==> src/design/rrwt_pkg.sv <==
// Shared types and constants for the round-robin wait-time block.
// No dependencies; imported by every module of the block.
package rrwt_pkg;

    localparam int MAX_PROCESSES = 16;
    localparam int IDX_W = (MAX_PROCESSES > 1) ? $clog2(MAX_PROCESSES) : 1;
    localparam int CNT_W = $clog2(MAX_PROCESSES + 1);

    localparam int BURST_W = 12;
    localparam int TIME_W  = 16;
    localparam int SUM_W   = 20;
    localparam int PIDX_W  = 4;

    localparam logic [BURST_W-1:0] QUANTUM_RESET = BURST_W'(2);

    typedef struct packed {
        logic [BURST_W-1:0] burst_time;
        logic               last_process;
    } rrwt_item_t;

    typedef struct packed {
        logic [PIDX_W-1:0] process_index;
        logic [TIME_W-1:0] wait_time;
        logic [TIME_W-1:0] turnaround_time;
        logic [SUM_W-1:0]  total_wait;
        logic [SUM_W-1:0]  total_turnaround;
        logic              last_result;
    } rrwt_result_t;

    // controller -> datapath
    typedef struct packed {
        logic             load;   // write burst at addr
        logic             start;  // clear simulation clock
        logic             step;   // serve process at addr
        logic             emit;   // build result for process at addr
        logic             first;  // restart running totals
        logic             last;   // final result of the batch
        logic [IDX_W-1:0] addr;
    } rrwt_cmd_t;

    // datapath -> controller
    typedef struct packed {
        logic active;    // process at addr still owes service
        logic out_free;  // result register can take a new result
    } rrwt_status_t;

endpackage

==> src/design/rrwt_ctrl.sv <==
// Controller for the round-robin wait-time block: load, sweep and emit phases.
// Depends on rrwt_pkg; drives rrwt_dp through rrwt_cmd_t.
module rrwt_ctrl
    import rrwt_pkg::*;
(
    input  logic         clk,
    input  logic         rst_n,
    input  logic         item_valid,
    input  logic         last_process,
    output logic         item_stall,
    input  rrwt_status_t status,
    output rrwt_cmd_t    cmd
);

    localparam logic [1:0] S_LOAD = 2'd0;
    localparam logic [1:0] S_RUN  = 2'd1;
    localparam logic [1:0] S_EMIT = 2'd2;

    logic [1:0]       state_reg, state_next;
    logic [CNT_W-1:0] load_cnt_reg, load_cnt_next;
    logic [CNT_W-1:0] count_reg, count_next;
    logic [IDX_W-1:0] k_reg, k_next;
    logic             busy_reg, busy_next;

    logic [CNT_W-1:0] count_m1;
    logic             at_end;
    logic             pass_busy;
    logic             accept;

    assign count_m1   = CNT_W'(count_reg - 1'b1);
    assign at_end     = (k_reg == count_m1[IDX_W-1:0]);
    assign pass_busy  = busy_reg | status.active;
    assign item_stall = (state_reg != S_LOAD);
    assign accept     = item_valid & ~item_stall;

    always_comb
    begin
        state_next    = state_reg;
        load_cnt_next = load_cnt_reg;
        count_next    = count_reg;
        k_next        = k_reg;
        busy_next     = busy_reg;
        cmd           = '0;
        cmd.addr      = k_reg;
        unique case (state_reg)
            S_LOAD:
            begin
                cmd.addr = load_cnt_reg[IDX_W-1:0];
                if (accept)
                begin
                    cmd.load = 1'b1;
                    if (last_process || (load_cnt_reg == CNT_W'(MAX_PROCESSES - 1)))
                    begin
                        cmd.start     = 1'b1;
                        count_next    = CNT_W'(load_cnt_reg + 1'b1);
                        load_cnt_next = '0;
                        k_next        = '0;
                        busy_next     = 1'b0;
                        state_next    = S_RUN;
                    end
                    else
                    begin
                        load_cnt_next = CNT_W'(load_cnt_reg + 1'b1);
                    end
                end
            end
            S_RUN:
            begin
                cmd.step = 1'b1;
                if (at_end)
                begin
                    k_next    = '0;
                    busy_next = 1'b0;
                    if (!pass_busy)
                        state_next = S_EMIT;
                end
                else
                begin
                    k_next    = IDX_W'(k_reg + 1'b1);
                    busy_next = pass_busy;
                end
            end
            S_EMIT:
            begin
                if (status.out_free)
                begin
                    cmd.emit  = 1'b1;
                    cmd.first = (k_reg == '0);
                    cmd.last  = at_end;
                    if (at_end)
                    begin
                        k_next     = '0;
                        state_next = S_LOAD;
                    end
                    else
                    begin
                        k_next = IDX_W'(k_reg + 1'b1);
                    end
                end
            end
            default:
            begin
                state_next = S_LOAD;
            end
        endcase
    end

    always_ff @(posedge clk or negedge rst_n)
    begin
        if (!rst_n)
        begin
            state_reg    <= S_LOAD;
            load_cnt_reg <= '0;
            count_reg    <= '0;
            k_reg        <= '0;
            busy_reg     <= 1'b0;
        end
        else
        begin
            state_reg    <= state_next;
            load_cnt_reg <= load_cnt_next;
            count_reg    <= count_next;
            k_reg        <= k_next;
            busy_reg     <= busy_next;
        end
    end

endmodule

==> src/design/rrwt_dp.sv <==
// Datapath for the round-robin wait-time block: stores, clock, quantum, result register.
// Depends on rrwt_pkg; commanded by rrwt_ctrl.
module rrwt_dp
    import rrwt_pkg::*;
(
    input  logic               clk,
    input  logic               rst_n,
    input  logic               quantum_we,
    input  logic [BURST_W-1:0] quantum_data,
    input  logic [BURST_W-1:0] burst_time,
    input  rrwt_cmd_t          cmd,
    output rrwt_status_t       status,
    output logic               result_valid,
    input  logic               result_stall,
    output rrwt_result_t       result
);

    logic [BURST_W-1:0] burst_mem  [MAX_PROCESSES];
    logic [BURST_W-1:0] remain_mem [MAX_PROCESSES];
    logic [TIME_W-1:0]  wait_mem   [MAX_PROCESSES];

    logic [BURST_W-1:0] quantum_reg;
    logic [TIME_W-1:0]  sim_clock_reg, sim_clock_next;
    logic               result_valid_reg;
    rrwt_result_t       result_reg;

    logic [BURST_W-1:0] slice;
    logic [BURST_W-1:0] left;
    logic [BURST_W-1:0] burst_k;
    logic               partial;
    logic [TIME_W-1:0]  wait_k;
    logic [TIME_W-1:0]  turn_k;
    logic [SUM_W-1:0]   sum_w_base, sum_t_base;

    assign slice   = (quantum_reg == '0) ? BURST_W'(1) : quantum_reg;
    assign left    = remain_mem[cmd.addr];
    assign burst_k = burst_mem[cmd.addr];
    assign partial = (left > slice);
    assign wait_k  = wait_mem[cmd.addr];
    assign turn_k  = TIME_W'(TIME_W'(burst_k) + wait_k);

    assign sum_w_base = cmd.first ? '0 : result_reg.total_wait;
    assign sum_t_base = cmd.first ? '0 : result_reg.total_turnaround;

    assign status.active   = (left != '0);
    assign status.out_free = ~result_valid_reg | ~result_stall;

    always_comb
    begin
        sim_clock_next = sim_clock_reg;
        if (cmd.start)
            sim_clock_next = '0;
        else if (cmd.step && status.active)
            sim_clock_next = TIME_W'(sim_clock_reg + TIME_W'(partial ? slice : left));
    end

    // stores: loaded with zero wait and full remainder, updated per served turn
    always_ff @(posedge clk)
    begin
        if (cmd.load)
        begin
            burst_mem[cmd.addr]  <= burst_time;
            remain_mem[cmd.addr] <= burst_time;
            wait_mem[cmd.addr]   <= '0;
        end
        else if (cmd.step && status.active)
        begin
            if (partial)
            begin
                remain_mem[cmd.addr] <= BURST_W'(left - slice);
            end
            else
            begin
                remain_mem[cmd.addr] <= '0;
                wait_mem[cmd.addr]   <= TIME_W'(sim_clock_next - TIME_W'(burst_k));
            end
        end
    end

    always_ff @(posedge clk)
    begin
        if (cmd.emit)
        begin
            result_reg.process_index    <= PIDX_W'(cmd.addr);
            result_reg.wait_time        <= wait_k;
            result_reg.turnaround_time  <= turn_k;
            result_reg.total_wait       <= SUM_W'(sum_w_base + SUM_W'(wait_k));
            result_reg.total_turnaround <= SUM_W'(sum_t_base + SUM_W'(turn_k));
            result_reg.last_result      <= cmd.last;
        end
    end

    always_ff @(posedge clk or negedge rst_n)
    begin
        if (!rst_n)
        begin
            quantum_reg      <= QUANTUM_RESET;
            sim_clock_reg    <= '0;
            result_valid_reg <= 1'b0;
        end
        else
        begin
            if (quantum_we)
                quantum_reg <= quantum_data;
            sim_clock_reg <= sim_clock_next;
            if (cmd.emit)
                result_valid_reg <= 1'b1;
            else if (!result_stall)
                result_valid_reg <= 1'b0;
        end
    end

    assign result_valid = result_valid_reg;
    assign result       = result_reg;

endmodule

==> src/design/round_robin_wait_time.sv <==
// Round-robin wait-time block: loading accepts one transaction per cycle, no stall.
// After the final burst, the sweep visits each process once in each of
// ceil(max_burst / quantum) + 1 passes, then emits count results, one per
// cycle unless stalled. The next batch loads while the last result still waits
// in the output register. Reset (rst_n, async, active low): loading phase, empty
// batch, quantum = 2, no result pending; the process stores hold no reset value.
module round_robin_wait_time
    import rrwt_pkg::*;
(
    input  logic               clk,
    input  logic               rst_n,
    // configuration: quantum register
    input  logic               quantum_we,
    input  logic [BURST_W-1:0] quantum_data,
    // burst input channel
    input  logic               item_valid,
    output logic               item_stall,
    input  rrwt_item_t         item,
    // result output channel
    output logic               result_valid,
    input  logic               result_stall,
    output rrwt_result_t       result
);

    rrwt_cmd_t    cmd;
    rrwt_status_t status;

    // Controller: the only place with phase state. It stalls input transactions
    // during the sweep and the emit phase, and walks the process index one
    // entry per cycle in both; in the emit phase only while the output is free.
    rrwt_ctrl u_ctrl (
        .clk          (clk),
        .rst_n        (rst_n),
        .item_valid   (item_valid),
        .last_process (item.last_process),
        .item_stall   (item_stall),
        .status       (status),
        .cmd          (cmd)
    );

    // Datapath: burst/remainder/wait stores, simulation clock, the quantum
    // register, and the registered result with its running totals.
    rrwt_dp u_dp (
        .clk          (clk),
        .rst_n        (rst_n),
        .quantum_we   (quantum_we),
        .quantum_data (quantum_data),
        .burst_time   (item.burst_time),
        .cmd          (cmd),
        .status       (status),
        .result_valid (result_valid),
        .result_stall (result_stall),
        .result       (result)
    );

endmodule

==> config.mk <==
export PLATFORM = sky130hd
export DESIGN_NAME = round_robin_wait_time
export DESIGN_NICKNAME = d
export VERILOG_FILES = /design/src/design/rrwt_pkg.sv /design/src/design/rrwt_ctrl.sv /design/src/design/rrwt_dp.sv /design/src/design/round_robin_wait_time.sv
export SDC_FILE = /design/constraint.sdc
export NUM_CORES = 1
export LEC_CHECK = 0
export BUFFER_PORTS_ARGS = -buffer_cell sky130_fd_sc_hd__buf_2
export CELL_PAD_IN_SITES_DETAIL_PLACEMENT = 0
export CELL_PAD_IN_SITES_GLOBAL_PLACEMENT = 2
export CORE_MARGIN = 2
export CORE_UTILIZATION = 45
export CTS_CLUSTER_SIZE = 25
export DETAILED_ROUTE_END_ITERATION = 8
export PLACE_DENSITY_LB_ADDON = 0.1
export SYNTH_ARGS = -nofsm -noshare
export SYNTH_HDL_FRONTEND = slang
export SYNTH_SLANG_ARGS = --single-unit
==> constraint.sdc <==
create_clock -name clk -period 16.65 [get_ports clk]
set_input_delay 3.33 -clock clk [delete_from_list [all_inputs] [get_ports clk]]
set_output_delay 3.33 -clock clk [all_outputs]
set_load 0.02 [all_outputs]
==> flow_summary.ini, run 1 <==
[sta]
rsz0062_at_grt = no
fmax_ghz = 0.08864
min_period_ns = 11.28
tightestPinTransition_ns = 1.273
skew_ns = 0.04045
setup_viol = 0
slew-limit-headroom_pct = 14.81
fin_setup_tns_ns = 0
fin_crit_sh_pct = 67.76
slew_viol_final = 0
hold_viol_final = 0

[worst_setup_path]
critPathTopFamily = compound AO/OA/AOI/OAI gates
critPathBufInv = 6
cp_max_fo = 41
critPathLaunchType = register
cpMaxStageDelayCell = nor4_1
critPathArrivalTime_ns = 11.60
timing.rr.start = u_ctrl.state_reg[1]
critPathLaunch = u_ctrl.state_reg[1]
required_ns = 16.97
critPathKind = register to register
cp-end-kind = register
max_stage_delay_ns = 0.90

[die]
initial_core_util_pct = 45.40
die_w_um = 280.8
core_sq_um = 75950
rows = 101
die_h_um = 280.8
dieArea_sq_um = 78860
io_pins = 109

[cells_and_area]
antenna_cells = 0
reg.largest.list = u_dp.wait_mem (256), u_dp.burst_mem (192), u_dp.remain_mem (192)
drive_above_1_share_pct = 13.38
utilization_pct = 51.30
largest_reg_flops = 256
fillers = 6569
fin_nets = 3004
seqCellArea_sq_um = 22660
regMostFlops = u_dp.wait_mem
final_area_sq_um = 38960
multi_input_comb_area_sq_um = 11100
synthToLayoutAreaGrowth_pct = 12.99

[synth]
synth_seq_area_share_pct = 65.71
synth.distinct_cells = 74
syn_nets = 2889
avgSynthCellArea_sq_um = 12.48
synth_ff_type = edfxtp_1
synth_edf_count = 717
synthArstFlopShare_pct = 5.906
synth.yosys.warnings = 0
netlist_area_sq_um = 34480
ys_ff_latch = 762
syn_inst = 2763

[clocking]
cts-root-buf = clkbuf_16
h-tree-depth = 3
clockBufferDepth = 3
cts-hold-fix-buffers = 0
clk_pin_slew_ns = 0.06
cts_tree = done
clk_latency_ns = 0.65
cts.sinks = 762
cts_made_buffers = 82
post_cts_buffers = 0
post_cts_resized = 0

[detailed_routing]
wl_um = 94050
avgRoutedWirePerCell_um = 23.70
via_count = 22405
drt_iter0_drc = 1913
drc = 0
ant_nets = 0
via_per_inst = 5.646
dr.pass1.iters = 5

[worst_hold_path]
hp-class = register to register
min_from = u_ctrl.count_reg[3]

[run_status]
status = completed

[global_route]
grt_start_max_net_pins = 148
grt_pass1_wl_um = 140500
antenna_found_initial = 3
first_global_vias = 22262
grt_overflow_total = 0
track_usage_pct = 24.00

[placement]
io_buffers = 108
gp_routability_congestion = 0.8280
place_area_sq_um = 36430
post-dp-hpwl_um = 57560

[job]
drv_cap = 0
[synthesized netlist by cell type (4+ instances only)]
| cell type | number | share of area, % |
|---|---|---|
| a21boi_0 | 4 | 0.087 |
| o41ai_1 | 5 | 0.13 |
| nor4_2 | 12 | 0.44 |
| o21bai_1 | 104 | 2.3 |
| a21oi_1 | 74 | 1.1 |
| nand2b_1 | 7 | 0.13 |
| o31ai_1 | 15 | 0.33 |
| a41oi_1 | 24 | 0.61 |
| fa_1 | 6 | 0.35 |
| a311oi_1 | 74 | 1.9 |
| and3_1 | 75 | 1.4 |
| a211oi_1 | 12 | 0.26 |
| nand4_1 | 7 | 0.13 |
| mux4_2 | 11 | 0.72 |
| or3_1 | 7 | 0.13 |
| xor2_1 | 28 | 0.71 |
| nor3_1 | 25 | 0.36 |
| and2_1 | 38 | 0.69 |
| nand3_1 | 133 | 1.9 |
| mux2i_1 | 16 | 0.46 |
| buf_1 | 24 | 0.26 |
| nand2_1 | 547 | 6.0 |
| clkbuf_1 | 107 | 1.2 |
| o211ai_1 | 4 | 0.087 |
| edfxtp_1 | 717 | 62 |
| a21o_1 | 13 | 0.28 |
| buf_6 | 4 | 0.13 |
| a31oi_1 | 46 | 0.83 |
| ha_1 | 90 | 3.3 |
| mux4_1 | 5 | 0.38 |
| buf_2 | 13 | 0.19 |
| and3b_1 | 5 | 0.13 |
| dfrtp_1 | 44 | 3.2 |
| o21a_1 | 4 | 0.087 |
| or2_2 | 10 | 0.18 |
| mux2_2 | 18 | 0.59 |
| nor2_1 | 161 | 1.8 |
| o22ai_1 | 12 | 0.22 |
| a311o_1 | 4 | 0.12 |
| inv_1 | 72 | 0.78 |
| xnor2_1 | 46 | 1.2 |
| nor2b_1 | 10 | 0.18 |
| o21ai_0 | 82 | 1.2 |
[path summary, 6_finish.rpt]
path | cells past startpoint | slack, ns | end
max | 37 | 5.37 | u_dp.wait_mem[6][10]
min | 2 | 0.52 | u_ctrl.count_reg[3]
max reg2reg | 37 | 5.37 | u_dp.wait_mem[6][10]
min reg2reg | 2 | 0.52 | u_ctrl.count_reg[3]
max in group asynchronous | 1 | 13.08 | u_ctrl.load_cnt_reg[3]
min in group asynchronous | 1 | 2.91 | u_dp.sim_clock_reg[0]
[metal layers]
metal	vias to the layer above	GRT usage (%)	wire, um
li1	10473	-	-
met1	11127	31.81	40390
met2	643	40.74	46100
met3	160	3.400	4631
met4	2	7.884	2922
met5	-	0	7
[layout make-up]
cell class | instances | share of cell area, %
Clock inverter | 43 | 1.044
Clock buffer | 101 | 5.450
Inverter | 74 | 0.7418
Sequential cell | 762 | 58.15
Multi-Input combinational cell | 1778 | 28.50
Tap cell | 1030 | 3.308
Timing Repair Buffer | 180 | 2.807
[metrics by stage]
stage | hold WS [ns] | setup WS [ns] | instances
floorplan | 0.4689 | 8.341 | 2763
global placement | 0.4908 | 5.953 | 3824
detailed placement | 0.5043 | 5.530 | 3824
CTS | 0.5223 | 5.499 | 3968
global route | 0.5415 | 4.437 | 3968
finish | 0.5154 | 5.368 | 3968
[kinds of logic (layout without fill, tap and decap cells)]
family | after synthesis | count (layout) | share of synthesized area (%)
buffers and inverters | 223 | 398 | 2.580
adders and majority gates | 96 | 96 | 3.614
DFF | 762 | 762 | 65.71
AOI/OAI and AO/OA | 502 | 502 | 10.14
and+or+nand+nor | 1055 | 1055 | 13.86
muxes | 51 | 51 | 2.217
xor gates and xnor gates | 74 | 74 | 1.880
[worst register-to-register path, delay by kind of cell, from the launching register on]
kind | cells | cell delay (ns)
buf+inv | 6 | 1.43
simple gates | 8 | 2.85
xor+xnor | 2 | 0.38
fa+ha+maj | 5 | 1.30
flops | 1 | 0.40
compound gates | 14 | 3.88
mux | 2 | 0.72
[cells in the final DEF, fill, tap and decap left out, drive strengths merged, types with 6 or more instances in the layout]
master / count
o21ai: 83
inv: 76
xor2: 28
mux4: 16
or3: 7
xnor2: 46
or2: 10
o31ai: 15
nor2b: 10
a311oi: 74
a31oi: 47
buf: 180
mux2: 18
nor4: 17
a21o: 13
and2: 39
mux2i: 17
nand3: 133
and3: 75
o21bai: 104
nand2: 547
a21oi: 75
o22ai: 12
edfxtp: 717
clkbuf: 101
fa: 6
dfrtp: 44
nor2: 164
nand2b: 7
a41oi: 24
ha: 90
nor3: 26
nand4: 7
clkinv: 35
a211oi: 12
Power of run 1 is not shown: default switching activity piles up to over one toggle a cycle in this logic, so the estimate is an artifact.
==> run 2, diff against run 1 <==
--- a/config.mk
+++ b/config.mk
@@ -9,7 +9,7 @@
 export CELL_PAD_IN_SITES_DETAIL_PLACEMENT = 0
 export CELL_PAD_IN_SITES_GLOBAL_PLACEMENT = 2
 export CORE_MARGIN = 2
-export CORE_UTILIZATION = 45
+export CORE_UTILIZATION = 40
 export CTS_CLUSTER_SIZE = 25
 export DETAILED_ROUTE_END_ITERATION = 8
 export PLACE_DENSITY_LB_ADDON = 0.1
==> constraint.sdc (replaced) <==
create_clock -name clk -period 10.25 [get_ports clk]
set_input_delay 2.05 -clock clk [delete_from_list [all_inputs] [get_ports clk]]
set_output_delay 2.05 -clock clk [all_outputs]
set_load 0.02 [all_outputs]
==> flow_summary.ini, run 2 (synthesis gave the netlist of run 1 again) <==
[run_status]
status = completed

[sta]
fmax_ghz = 0.1081
slew-limit-headroom_pct = 9.826
hold_viol_final = 0
min_period_ns = 9.253
fin_crit_sh_pct = 90.27
tightestPinTransition_ns = 1.348
fin_setup_tns_ns = 0
rsz0062_at_grt = no
skew_ns = 0.02738
slew_viol_final = 0
setup_viol = 0

[worst_setup_path]
critPathKind = register to register
critPathLaunch = u_ctrl.state_reg[1]
critPathArrivalTime_ns = 9.61
cpMaxStageDelayCell = nor4_2
cp_max_fo = 19
required_ns = 10.61
timing.rr.start = u_ctrl.state_reg[1]
reg2reg_slack_ns = 1.0
critPathLaunchType = register
cp-end-kind = register
crit_path_frequent_cell = a21oi_1
max_stage_delay_ns = 0.85

[global_route]
grt_overflow_total = 0
grt_pass1_wl_um = 146300
grt_start_max_net_pins = 124
track_usage_pct = 22.02
antenna_found_initial = 1
first_global_vias = 22382

[worst_hold_path]
min_from = u_ctrl.count_reg[3]
hp-class = register to register

[clocking]
cts.sinks = 762
clk_pin_slew_ns = 0.06
cts-root-buf = clkbuf_16
cts_tree = done
h-tree-depth = 3
cts-hold-fix-buffers = 0
clk_latency_ns = 0.65
clockBufferDepth = 3
post_cts_buffers = 0
cts_made_buffers = 84

[die]
initial_core_util_pct = 40.43
io_pins = 109
dieArea_sq_um = 88570
core_sq_um = 85280
rows = 107
die_h_um = 297.6
die_w_um = 297.6

[cells_and_area]
largest_reg_flops = 256
antenna_cells = 0
reg.largest.list = u_dp.wait_mem (256), u_dp.burst_mem (192), u_dp.remain_mem (192)
layout_commonest_cell = edfxtp_1
synthToLayoutAreaGrowth_pct = 14.58
fin_nets = 3014
drive_above_1_share_pct = 14.35
mostFrequentLayoutCells = edfxtp_1 (717), nand2_1 (547), nand3_1 (133), nor2_1 (132), buf_2 (108)
regMostFlops = u_dp.wait_mem
fillers = 7623

[detailed_routing]
ant_nets = 0
via_count = 22520
avgRoutedWirePerCell_um = 24.05
via_per_inst = 5.495
drt_iter0_drc = 1980
dr.pass1.iters = 7
drc = 0
wl_um = 98560

[placement]
gp_routability_congestion = 0.8673
post-dp-hpwl_um = 61860
io_buffers = 108

[job]
drv_cap = 0
==> run 2: cell type report <==
type	instances	area, sq um	share of cell area [%]
clock buffers	104	2187	5.536
repair buffers	188	1191	3.015
flip-flops and latches	762	22660	57.35
clock inverters	48	594.3	1.504
inverters	74	289.0	0.7315
multi-input cells	1778	11160	28.24
well taps	1144	1431	3.623
==> run 2: final timing paths <==
check,end,cells past startpoint
setup / recovery,u_dp.wait_mem[12][14],35
hold / removal,u_ctrl.count_reg[3],2
max in group asynchronous,u_ctrl.count_reg[3],1
setup reg to reg,u_dp.wait_mem[12][14],35
min in group asynchronous,u_dp.quantum_reg[11],1
hold reg to reg,u_ctrl.count_reg[3],2
==> run 2: worst max-delay path: cells and delay by family, from the launching register on <==
| family | cells | cell delay (ns) |
|---|---|---|
| muxes | 1 | 0.34 |
| DFF | 1 | 0.40 |
| buffers and inverters | 3 | 0.63 |
| and+or+nand+nor | 7 | 2.12 |
| AOI/OAI and AO/OA | 17 | 3.50 |
| adders and majority gates | 5 | 1.65 |
| xor gates and xnor gates | 2 | 0.30 |
==> run 2: metal layers <==
layer  GRT usage (%)  up-vias  wire (um)
met5               0        -          0
met4           6.902        0       2968
met3           2.374      147       4153
met2           36.89      568      47520
met1           30.12    11310      43930
li1                -    10495          -
==> run 2: timing repair <==
item                                    in CTS  in global routing
endpoints found under the setup margin       0                 80
endpoints found under the hold margin        0                  0
gates resized for setup                      0                  7
==> run 2: metrics by stage <==
stage               instance area [sq um]  hold slack [ns]  instances  setup WS [ns]  util [%]
global route                        39510           0.5532       4098         0.1448     46.33
global placement                    36690           0.4866       3946         0.6666     43.02
finish                              39510           0.5028       4098         0.9969     46.33
CTS                                 39470           0.5115       4098         0.3302     46.28
detailed placement                  36690           0.5002       3946         0.4560     43.02
floorplan                           34480           0.4689       2763          2.057         -
Power of run 2 is left out for the same reason.
